### src/rtl/core/cre_pkg.sv
`timescale 1ns / 1ps

package cre_pkg;

  localparam logic [7:0] DASH_CHAR = 8'h2D;
  localparam logic [7:0] NUL_CHAR  = 8'h00;

  // Character classes; a range needs both ends in the same non-zero class.
  localparam logic [1:0] CLASS_NONE   = 2'd0;
  localparam logic [1:0] CLASS_DIGIT  = 2'd1;
  localparam logic [1:0] CLASS_LETTER = 2'd2;

  typedef struct packed {
    logic       emit;
    logic       fin;
    logic [7:0] ch;
    logic       last;
  } gen_t;

  function automatic logic [1:0] byte_class(input logic [7:0] c);
    logic [1:0] k;
    k = CLASS_NONE;
    if (c >= 8'h30 && c <= 8'h39) begin
      k = CLASS_DIGIT;
    end else if ((c >= 8'h41 && c <= 8'h5A) || (c >= 8'h61 && c <= 8'h7A)) begin
      k = CLASS_LETTER;
    end
    return k;
  endfunction

endpackage

### src/rtl/core/cre_in_if.sv
`timescale 1ns / 1ps

interface cre_in_if;
  logic       valid;
  logic       ready;
  logic [7:0] in_char;
  logic       in_last;

  modport source (output valid, output in_char, output in_last, input ready);
  modport sink (input valid, input in_char, input in_last, output ready);
endinterface

### src/rtl/core/cre_out_if.sv
`timescale 1ns / 1ps

interface cre_out_if;
  logic       valid;
  logic       ready;
  logic [7:0] out_char;
  logic       run_end;
  logic       string_end;

  modport source (output valid, output out_char, output run_end, output string_end,
                  input ready);
  modport sink (input valid, input out_char, input run_end, input string_end,
                output ready);
endinterface

### src/rtl/core/cre_run.sv
`timescale 1ns / 1ps

module cre_run (
  input  logic       clk,
  input  logic       load,
  input  logic [7:0] start,
  input  logic [7:0] stop,
  input  logic       step,
  output logic [7:0] next_char,
  output logic [7:0] stop_char,
  output logic       at_stop
);

  logic [7:0] run_next_char;
  logic [7:0] run_stop_char;

  always_ff @(posedge clk) begin
    if (load) begin
      run_next_char <= start;
      run_stop_char <= stop;
    end else if (step) begin
      run_next_char <= run_next_char + 8'd1;
    end
  end

  assign next_char = run_next_char;
  assign stop_char = run_stop_char;
  assign at_stop   = (run_next_char == run_stop_char);

endmodule

### src/rtl/core/cre_seq.sv
`timescale 1ns / 1ps

module cre_seq (
  input  logic          clk,
  input  logic          rst,
  cre_in_if.sink        in_word,
  output cre_pkg::gen_t gen,
  input  logic          stall
);
  import cre_pkg::*;

  typedef enum logic [2:0] {
    S_IDLE, S_DECIDE, S_LIT_A, S_LIT_DASH, S_LIT_C, S_RUN, S_DONE
  } state_t;

  state_t     state;
  logic [7:0] w0, w1, w2;
  logic [1:0] cnt;
  logic [1:0] range_end_kind;
  logic       last_r;

  logic [7:0] a, b, c;
  logic [1:0] kind;
  logic       match, chained, more;
  logic       run_load, run_step, at_stop;
  logic [7:0] run_start, run_stop, next_char, stop_char;

  assign a       = w0;
  assign b       = (cnt > 2'd1) ? w1 : NUL_CHAR;
  assign c       = (cnt == 2'd3) ? w2 : NUL_CHAR;
  assign kind    = byte_class(a);
  assign match   = (kind != CLASS_NONE) && (b == DASH_CHAR) && (byte_class(c) == kind);
  assign chained = (range_end_kind == kind);
  assign more    = (cnt == 2'd3) || (last_r && (cnt != 2'd0));

  // The shared unit is loaded by each decision that emits and then stepped per byte of a run.
  always_comb begin
    run_load  = 1'b0;
    run_start = a;
    run_stop  = a;
    if (state == S_DECIDE && more) begin
      if (match) begin
        run_stop = c;
        if (a > c) begin
          run_load = 1'b1;
        end else if (!(chained && a == c)) begin
          run_load  = 1'b1;
          run_start = chained ? a + 8'd1 : a;
        end
      end else if (range_end_kind == CLASS_NONE) begin
        run_load = 1'b1;
      end
    end
  end

  assign run_step = (state == S_RUN) && !stall && !at_stop;

  cre_run u_run (
    .clk       (clk),
    .load      (run_load),
    .start     (run_start),
    .stop      (run_stop),
    .step      (run_step),
    .next_char (next_char),
    .stop_char (stop_char),
    .at_stop   (at_stop)
  );

  always_comb begin
    gen.emit = 1'b0;
    gen.fin  = (state == S_DONE);
    gen.last = last_r;
    gen.ch   = next_char;
    unique case (state)
      S_RUN, S_LIT_A: begin
        gen.emit = 1'b1;
      end
      S_LIT_DASH: begin
        gen.emit = 1'b1;
        gen.ch   = DASH_CHAR;
      end
      S_LIT_C: begin
        gen.emit = 1'b1;
        gen.ch   = stop_char;
      end
      default: begin
      end
    endcase
  end

  assign in_word.ready = (state == S_IDLE);

  always_ff @(posedge clk) begin
    if (rst) begin
      state          <= S_IDLE;
      cnt            <= 2'd0;
      range_end_kind <= CLASS_NONE;
      last_r         <= 1'b0;
    end else begin
      unique case (state)
        S_IDLE: begin
          if (in_word.valid) begin
            unique case (cnt)
              2'd0:    w0 <= in_word.in_char;
              2'd1:    w1 <= in_word.in_char;
              default: w2 <= in_word.in_char;
            endcase
            cnt    <= cnt + 2'd1;
            last_r <= in_word.in_last;
            state  <= S_DECIDE;
          end
        end
        S_DECIDE: begin
          if (!more) begin
            state <= S_DONE;
          end else if (match) begin
            // A range or literal triple consumes two window places.
            w0             <= c;
            cnt            <= (cnt == 2'd3) ? 2'd1 : 2'd0;
            range_end_kind <= kind;
            if (a > c) begin
              state <= chained ? S_LIT_DASH : S_LIT_A;
            end else if (chained && a == c) begin
              state <= S_DECIDE;
            end else begin
              state <= S_RUN;
            end
          end else begin
            w0             <= b;
            w1             <= c;
            cnt            <= cnt - 2'd1;
            range_end_kind <= CLASS_NONE;
            state          <= (range_end_kind == CLASS_NONE) ? S_RUN : S_DECIDE;
          end
        end
        S_LIT_A: begin
          if (!stall) state <= S_LIT_DASH;
        end
        S_LIT_DASH: begin
          if (!stall) state <= S_LIT_C;
        end
        S_LIT_C: begin
          if (!stall) state <= S_DECIDE;
        end
        S_RUN: begin
          if (!stall && at_stop) state <= S_DECIDE;
        end
        S_DONE: begin
          if (!stall) begin
            state <= S_IDLE;
            if (last_r) begin
              cnt            <= 2'd0;
              range_end_kind <= CLASS_NONE;
            end
          end
        end
        default: state <= S_IDLE;
      endcase
    end
  end

endmodule

### src/rtl/core/cre_out.sv
`timescale 1ns / 1ps

module cre_out (
  input  logic          clk,
  input  logic          rst,
  input  cre_pkg::gen_t gen,
  output logic          stall,
  cre_out_if.source     out_word
);
  import cre_pkg::*;

  // One byte is held back so that run_end can be set on the final word of a step.
  logic       pend_valid;
  logic [7:0] pend_char;
  logic       out_valid;
  logic [7:0] out_char;
  logic       run_end;
  logic       string_end;
  logic       can_move, move;

  assign can_move = !out_valid || out_word.ready;
  assign stall    = pend_valid && !can_move;
  assign move     = (gen.emit || gen.fin) && pend_valid && can_move;

  always_ff @(posedge clk) begin
    if (rst) begin
      pend_valid <= 1'b0;
      out_valid  <= 1'b0;
    end else begin
      if (move) begin
        out_valid  <= 1'b1;
        out_char   <= pend_char;
        run_end    <= gen.fin;
        string_end <= gen.fin && gen.last;
      end else if (out_word.ready) begin
        out_valid <= 1'b0;
      end
      if (gen.emit && !stall) begin
        pend_valid <= 1'b1;
        pend_char  <= gen.ch;
      end else if (gen.fin && !stall) begin
        pend_valid <= 1'b0;
      end
    end
  end

  assign out_word.valid      = out_valid;
  assign out_word.out_char   = out_char;
  assign out_word.run_end    = run_end;
  assign out_word.string_end = string_end;

endmodule

### src/rtl/core/char_range_expander.sv
`timescale 1ns / 1ps

// Each accepted input word enters the window; each decision then emits its bytes, a run's
// bytes stepped out of the shared run unit, and output stalls hold the sequencer.
// Input is held off while the sequencer works, so a new word is not taken before the last
// one is through. Synchronous active-high reset returns to an empty window.
module char_range_expander (
  input  logic      clk,
  input  logic      rst,
  cre_in_if.sink    in_word,
  cre_out_if.source out_word
);
  import cre_pkg::*;

  gen_t gen;
  logic stall;

  cre_seq u_seq (
    .clk     (clk),
    .rst     (rst),
    .in_word (in_word),
    .gen     (gen),
    .stall   (stall)
  );

  cre_out u_out (
    .clk      (clk),
    .rst      (rst),
    .gen      (gen),
    .stall    (stall),
    .out_word (out_word)
  );

endmodule

### src/flat_wrapper.sv
// flat-port wrapper written by rule: the top's interface ports become plain ports
module char_range_expander_flat import cre_pkg::*;
  (clk, rst, in_word_valid, in_word_in_char, in_word_in_last, in_word_ready, out_word_valid, out_word_out_char, out_word_run_end, out_word_string_end, out_word_ready);
  cre_in_if in_word_i ();
  cre_out_if out_word_i ();
  input  logic clk;
  input  logic rst;
  input wire logic [$bits(in_word_i.valid)-1:0] in_word_valid;
  input wire logic [$bits(in_word_i.in_char)-1:0] in_word_in_char;
  input wire logic [$bits(in_word_i.in_last)-1:0] in_word_in_last;
  output wire logic [$bits(in_word_i.ready)-1:0] in_word_ready;
  output wire logic [$bits(out_word_i.valid)-1:0] out_word_valid;
  output wire logic [$bits(out_word_i.out_char)-1:0] out_word_out_char;
  output wire logic [$bits(out_word_i.run_end)-1:0] out_word_run_end;
  output wire logic [$bits(out_word_i.string_end)-1:0] out_word_string_end;
  input wire logic [$bits(out_word_i.ready)-1:0] out_word_ready;
  assign in_word_i.valid = in_word_valid;
  assign in_word_i.in_char = in_word_in_char;
  assign in_word_i.in_last = in_word_in_last;
  assign in_word_ready = in_word_i.ready;
  assign out_word_valid = out_word_i.valid;
  assign out_word_out_char = out_word_i.out_char;
  assign out_word_run_end = out_word_i.run_end;
  assign out_word_string_end = out_word_i.string_end;
  assign out_word_i.ready = out_word_ready;
  char_range_expander u_core (.clk(clk), .rst(rst), .in_word(in_word_i), .out_word(out_word_i));
endmodule
### config.mk
export PLATFORM = sky130hd
export DESIGN_NAME = char_range_expander_flat
export DESIGN_NICKNAME = d
export VERILOG_FILES = /design/src/rtl/core/cre_pkg.sv /design/src/rtl/core/cre_in_if.sv /design/src/rtl/core/cre_out_if.sv /design/src/rtl/core/cre_run.sv /design/src/rtl/core/cre_seq.sv /design/src/rtl/core/cre_out.sv /design/src/rtl/core/char_range_expander.sv /design/src/flat_wrapper.sv
export SDC_FILE = /design/constraint.sdc
export NUM_CORES = 1
export LEC_CHECK = 0
export BUFFER_PORTS_ARGS = -buffer_cell sky130_fd_sc_hd__buf_2
export CAP_MARGIN = 15
export CORE_ASPECT_RATIO = 0.6
export CORE_MARGIN = 1
export CORE_UTILIZATION = 50
export DETAILED_ROUTE_END_ITERATION = 10
export PLACE_DENSITY_LB_ADDON = 0.08
export SLEW_MARGIN = 25
export SYNTH_ARGS = -nofsm -noshare
export SYNTH_HDL_FRONTEND = slang
export SYNTH_HIERARCHICAL = 1
export SYNTH_SLANG_ARGS = --single-unit
export TNS_END_PERCENT = 10
### constraint.sdc
create_clock -name clk -period 8.5 [get_ports clk]
set_input_delay 1.7 -clock clk [delete_from_list [all_inputs] [get_ports clk]]
set_output_delay 1.7 -clock clk [all_outputs]
set_load 0.01 [all_outputs]
* Word level (Yosys, flattened, before mapping)
Cells that the tools add are included.
** Word-level totals
- Register bits :: 68
- Bits of input ports :: 13
- Output and inout port bits :: 12
- Logic and storage cells :: 169
** Cells by class
- $add $sub $neg :: 4
- Order comparisons :: 14
- Eq/ne operators :: 24
- Muxes and demuxes :: 59
- Bitwise logic cells :: 2
- Reductions and logical operators :: 51
** Operators with widths (count)
- 2-to-1 mux 8 bit :: 19
- one-hot mux 8 bit (2 select lines) :: 3
- 2-to-1 mux 3 bit :: 11
- greater-or-equal comparator 8 x 7 -> 1 bit (second input constant) :: 4
- less-or-equal comparator 8 x 7 -> 1 bit (second input constant) :: 4
- 2-to-1 mux 2 bit :: 11
- one-hot mux 3 bit (7 select lines) :: 1
- logical AND 1 bit :: 20
- adder 8 x 1 -> 8 bit (second input constant) :: 2
- equality test 8 bit :: 2
- greater-or-equal comparator 8 x 6 -> 1 bit (second input constant) :: 2
- less-or-equal comparator 8 x 6 -> 1 bit (second input constant) :: 2
- inequality test 2 bit (second input constant) :: 7
- nonzero test 2 bit :: 7
- 2-to-1 mux 1 bit :: 12
- AND reduction 6 bit :: 2
- AND reduction 5 bit :: 2
- equality test 3 bit (second input constant) :: 3
- equality test 8 x 6 -> 1 bit (second input constant) :: 1
- > comparator 8 bit :: 1
- inequality test 2 x 1 -> 1 bit (second input constant) :: 4
- AND reduction 4 bit :: 2
- equality test 3 x 2 -> 1 bit (second input constant) :: 2
- one-hot mux 2 bit (3 select lines) :: 1
- 17 further kinds :: 29

* Longest topological paths before layout
- Word-level depth :: 12
- Gate-level depth with buffers :: 13
- Depth with buffers taken out :: 12

* Modules after synthesis
The synthesis kept the hierarchy.
** By module, submodules not included
- cre_seq :: times used 1, cells each 278, area each 2537.4 um^2, sequential area each 880.8 um^2
- cre_run :: times used 1, cells each 65, area each 802.0 um^2, sequential area each 480.5 um^2
- cre_out :: times used 1, cells each 30, area each 654.4 um^2, sequential area each 580.6 um^2

* Least setup slack after synthesis
OpenSTA, ideal clock, no wires.
- Path type :: flip-flop to flip-flop
- Start point :: register u_core.u_seq.cnt[1]
- End point :: register u_core.u_seq.u_run.run_next_char[1], in the netlist u_core/u_seq/u_run/next_char[1], data pin
- Library setup time :: 0.260 ns
- Arrival :: 3.152 ns
- Required time :: 8.240 ns
- Slack :: 5.088 ns
- Cell stages (with the launch flop) :: 12
- Buffers on the path :: 2
- Clock period less this slack :: 3.412 ns
- Cell sequence :: dfxtp_1 -> inv_1 -> ha_1 -> nor4b_1 -> and4_1 -> o211a_1 -> a21bo_4 -> buf_6 -> nor2_1 -> a311oi_1 -> buf_6 -> mux2_2
** On the way
- Word-level cells in the longest chain between the ends :: 12
- Elaborated cells on any way between the ends :: 36
- Classes of those cells :: order compare: 8; eq/ne: 4; mux: 13; reduce/logical: 11
** Ends and longest elaborated chain
- from (decl) :: line cre_seq.sv:18 : logic [1:0] cnt;
- from (signal assigned) :: line cre_seq.sv:108 : cnt <= cnt + 2'd1;
- from (signal assigned) :: line cre_seq.sv:119 : cnt <= (cnt == 2'd3) ? 2'd1 : 2'd0;
- from (signal assigned) :: line cre_seq.sv:131 : cnt <= cnt - 2'd1;
- equality test 2 bit :: line cre_seq.sv:30, cre_seq.sv:34
- 2-to-1 mux 8 bit :: line cre_seq.sv:30 : assign c = (cnt == 2'd3) ? w2 : NUL_CHAR;
- greater-or-equal comparator 8 x 7 -> 1 bit or less-or-equal comparator 8 x 7 -> 1 bit (tied branches) :: line cre_pkg.sv:25 : end else if ((c >= 8'h41 && c <= 8'h5A) || (c >= 8'h61 && c <= 8'h7A)) begin
- logical AND 1 bit :: line cre_pkg.sv:25
- logical OR 1 bit :: line cre_pkg.sv:25
- 2-to-1 mux 2 bit :: line cre_pkg.sv:25
- 2-to-1 mux 2 bit :: line cre_pkg.sv:23 : if (c >= 8'h30 && c <= 8'h39) begin
- equality test 2 bit :: line cre_seq.sv:32 : assign match = (kind != CLASS_NONE) && (b == DASH_CHAR) && (byte_class(c) == kind);
- logical AND 1 bit :: line cre_seq.sv:32
- 2-to-1 mux 1 bit :: line cre_seq.sv:42 : if (match) begin
- 2-to-1 mux 1 bit (*) :: line cre_seq.sv:41 : if (state == S_DECIDE && more) begin
- via u_core.u_seq.run_load :: line cre_seq.sv:25 : logic run_load, run_step, at_stop;
- 2-to-1 mux 8 bit (*) :: line cre_run.sv:18 : if (load) begin
- to (signal assigned) :: line cre_run.sv:19 : run_next_char <= start;
- to (signal assigned) :: line cre_run.sv:22 : run_next_char <= run_next_char + 8'd1;
- to (decl) :: line cre_run.sv:14 : logic [7:0] run_next_char;
Mark *: on every way through the listed nets, which the timed path passes. The rest lies on a longest branch.
A chain may end at the register's enable or synchronous reset.

* Final worst setup path
Ends and elaborated chain as after synthesis.

==> run metrics <==
status finished, final reports clean; Synth Instances 373; period utilisation layout roughly two fifths; Final WS setup 5220 ps; # IOs 25; Max-slew headroom 43.0%; Worst Hold Class flop to flop; Pleak around 1.6 nW; initial antenna violation count 0; routing usage on met1 38.4%; largest stage delay on the critical path 390 ps; CP Cell Sequence inv_1, ha_1, nor4b_1, and4_1, o211a_1, a21bo_4, nor2_1, a311oi_2, buf_4, mux2_2; CTS buffer count 9; share of layout cells above drive strength 1 16.6%; CP Max Fanout 27; Worst setup EP type flop; Synth Cell Area between 3000 and 4000 µm²; max-slew violation count 0; final setup TNS 0 ps; async set-or-reset flop fraction in the synthesized netlist 0%; Worst Reg-to-Reg Cells 10; Worst Tran Pin Value 852 ps; Die H between 70 and 80 µm; Peak VDD IR approximately 0.14 mV; PwrDens ~280 nW/µm²; CP arrival 3360 ps; Netlist cell types 66; Max Fclk 305 MHz; Via Count 3060; CTS H-tree depth 3; max_cap viols 0; Hold Buf Count CTS 0; sequential fraction of the synthesis area 48.6%; Clock Skew 9.03 ps; CTS tree built; drt first pass iters 5; largest net degree at the start of global routing 28; cell row count 24; WL/cell 18.9 µm; Post-synth EDFFs 58; GRT Residual Overflow 0; post-route ant nets 0; hold path cells 0; Die ar. 8360 µm²; Vias/cell 6.10; Top Family by Delay on Critical Path compound AO/OA/AOI/OAI gates; Area Overhead vs Synth 11.4%; CTS root buf clkbuf_16; CP required 8590 ps; CP Depth 10; Syn Nets between 400 and 500; Final Hold Fails 0; CP Buf/Inv Count 2; GRT met3 Usage 7.80%; die width 117 µm; Initial Util 53.2%; first-pass GRT wire length 15000 µm; # diodes 0; Place WS 5030 ps; crit path time final 3280 ps; Post-Route WL 9490 µm; CP max stage cell dfxtp_1; post-DP HPWL 6920 µm; RSZ-0062 raised after global routing no; Mean Syn Cell Area 10.7 µm²; TritonCTS Sinks 68; predominant post-synthesis flop cell edfxtp_1; number of global-route vias before repair about 2800; post-synth top area cell edfxtp_1; Syn. warnings 6; Core Area 7510 µm²; # DRC 0; Setup Viol. Count Final 0; # resized after CTS 0; largest cells by area after synthesis edfxtp_1, dfxtp_1, ha_1; Clock Path Buffers 2; Layout Nets ~420; Iter 0 DRT Violations 281; post-synth top area share approximately 44%; most used routing layer met1; global placement routability congestion 0.858; Reg clk slew, reported paths 50 ps; Setup crit start kind flop; critical path class flop to flop; Final Util 59.3%; total track usage between 20% and 30%; Setup Buffers After CTS 0; worst skew pair latency ~340 ps; met2 usage 30.1%; IO buf count 24; Seq cells post-synth between 60 and 70
==> stage by stage <==
step | hold slack [ps] | instances | instance area (µm²) | power (W)
3_5_place_dp | 405 | 486 | 4170 | 0.000874
3_3_place_gp | 407 | 486 | 4170 | 0.000864
4_1_cts | 418 | 502 | 4450 | 0.00124
2_1_floorplan | 400 | 373 | 3990 | 0.000779
5_1_grt | 431 | 502 | 4450 | 0.00130
6_report | 418 | 502 | 4450 | 0.00124
==> synth_stat cells (all sizes together), types with 4 or more instances <==
| cell | n |
|---|---|
| and2 | 11 |
| a221o | 6 |
| clkbuf | 10 |
| nor2b | 12 |
| buf | 10 |
| nor2 | 16 |
| a21oi | 18 |
| o21ai | 24 |
| xnor2 | 13 |
| a21o | 7 |
| a22oi | 5 |
| a31oi | 4 |
| nor3 | 6 |
| mux2 | 6 |
| inv | 15 |
| o22ai | 5 |
| edfxtp | 58 |
| ha | 15 |
| nand3 | 13 |
| nand2b | 9 |
| nand2 | 39 |
| dfxtp | 10 |
| nor3b | 4 |
| nor4 | 5 |
| nand4 | 9 |
==> final timing paths <==
kind | startpoint | slack (ps) | to
setup / recovery | u_core/u_seq/cnt[1] | 5220 | u_core/u_seq/u_run/next_char[1]
hold / removal | u_core/u_out/pend_char[4] | 420 | u_core/u_out/out_word.out_char[4]
setup reg to reg | u_core/u_seq/cnt[1] | 5220 | u_core/u_seq/u_run/next_char[1]
hold reg to reg | u_core/u_out/pend_char[4] | 420 | u_core/u_out/out_word.out_char[4]
==> logic make-up after synthesis <==
family                     Yosys count  synth area share [%]
adders and majority gates           15                  4.70
DFF                                 68                  48.6
and+or+nand+nor                    141                  20.1
xor gates and xnor gates            15                  3.29
buffers and inverters               35                  4.45
muxes                                8                  2.29
AOI/OAI and AO/OA                   91                  16.5
==> cell usage in the layout (no fill, tap or decap), types with 3 or more instances in the layout <==
master,netlist,routed
edfxtp_1,58,58
nand2_1,39,39
buf_2,3,24
o21ai_0,24,24
a21oi_1,18,18
inv_1,15,15
ha_1,15,15
nor2_1,14,14
xnor2_1,13,13
nor2b_1,12,12
nand3_1,11,11
and2_1,10,10
dfxtp_1,10,10
clkbuf_16,0,9
nand2b_1,8,8
nand4_1,8,8
a21o_1,7,7
a221o_1,6,6
buf_4,3,5
nor3_1,6,5
mux2_2,5,5
o22ai_1,5,5
a22oi_1,5,5
nor4_1,4,4
a31oi_1,4,4
clkbuf_1,9,3
nor3b_1,3,3
a32oi_1,3,3
or3_1,3,3
or4_1,3,3
==> worst reg2reg max path, stage by stage, from the launching register on <==
cell and delay (ps):
dfxtp_1 390, inv_1 110, ha_1 260, nor4b_1 380, and4_1 290, o211a_1 290, a21bo_4 290, nor2_1 90
a311oi_2 230, buf_4 320, mux2_2 380
==> layer usage <==
layer	share of wire, %	wire (µm)
met2	37	3500
met4	1.4	136
met3	10	983
met5	0	0
met1	51	4870
==> registers in the layout (all words and copies together), names as in the netlist, 3 cells and up <==
register                        count
u_core/u_seq/w2                     8
u_core/u_seq/a                      8
u_core/u_seq/w1                     8
u_core/u_seq/state                  3
u_core/u_out/pend_char              8
u_core/u_seq/u_run/next_char        8
u_core/u_out/out_word.out_char      8
u_core/u_seq/u_run/stop_char        8
==> power by group <==
part / switching [W] / internal, W / leakage [nW]
registers: 0.0000704 / 0.000443 / 0.609
logic: 0.000222 / 0.000145 / 0.848
clock network: 0.000132 / 0.000225 / 0.136
==> layout make-up <==
cell class	instances	area [µm²]
fill	651	3060
sequential	68	1940
multi-input combinational	270	1890
clock buffer	12	236
timing repair buffer	29	158
tap	104	130
inverter	15	56.3
clock inverter	4	42.5
(Power assumes the default switching activity.)
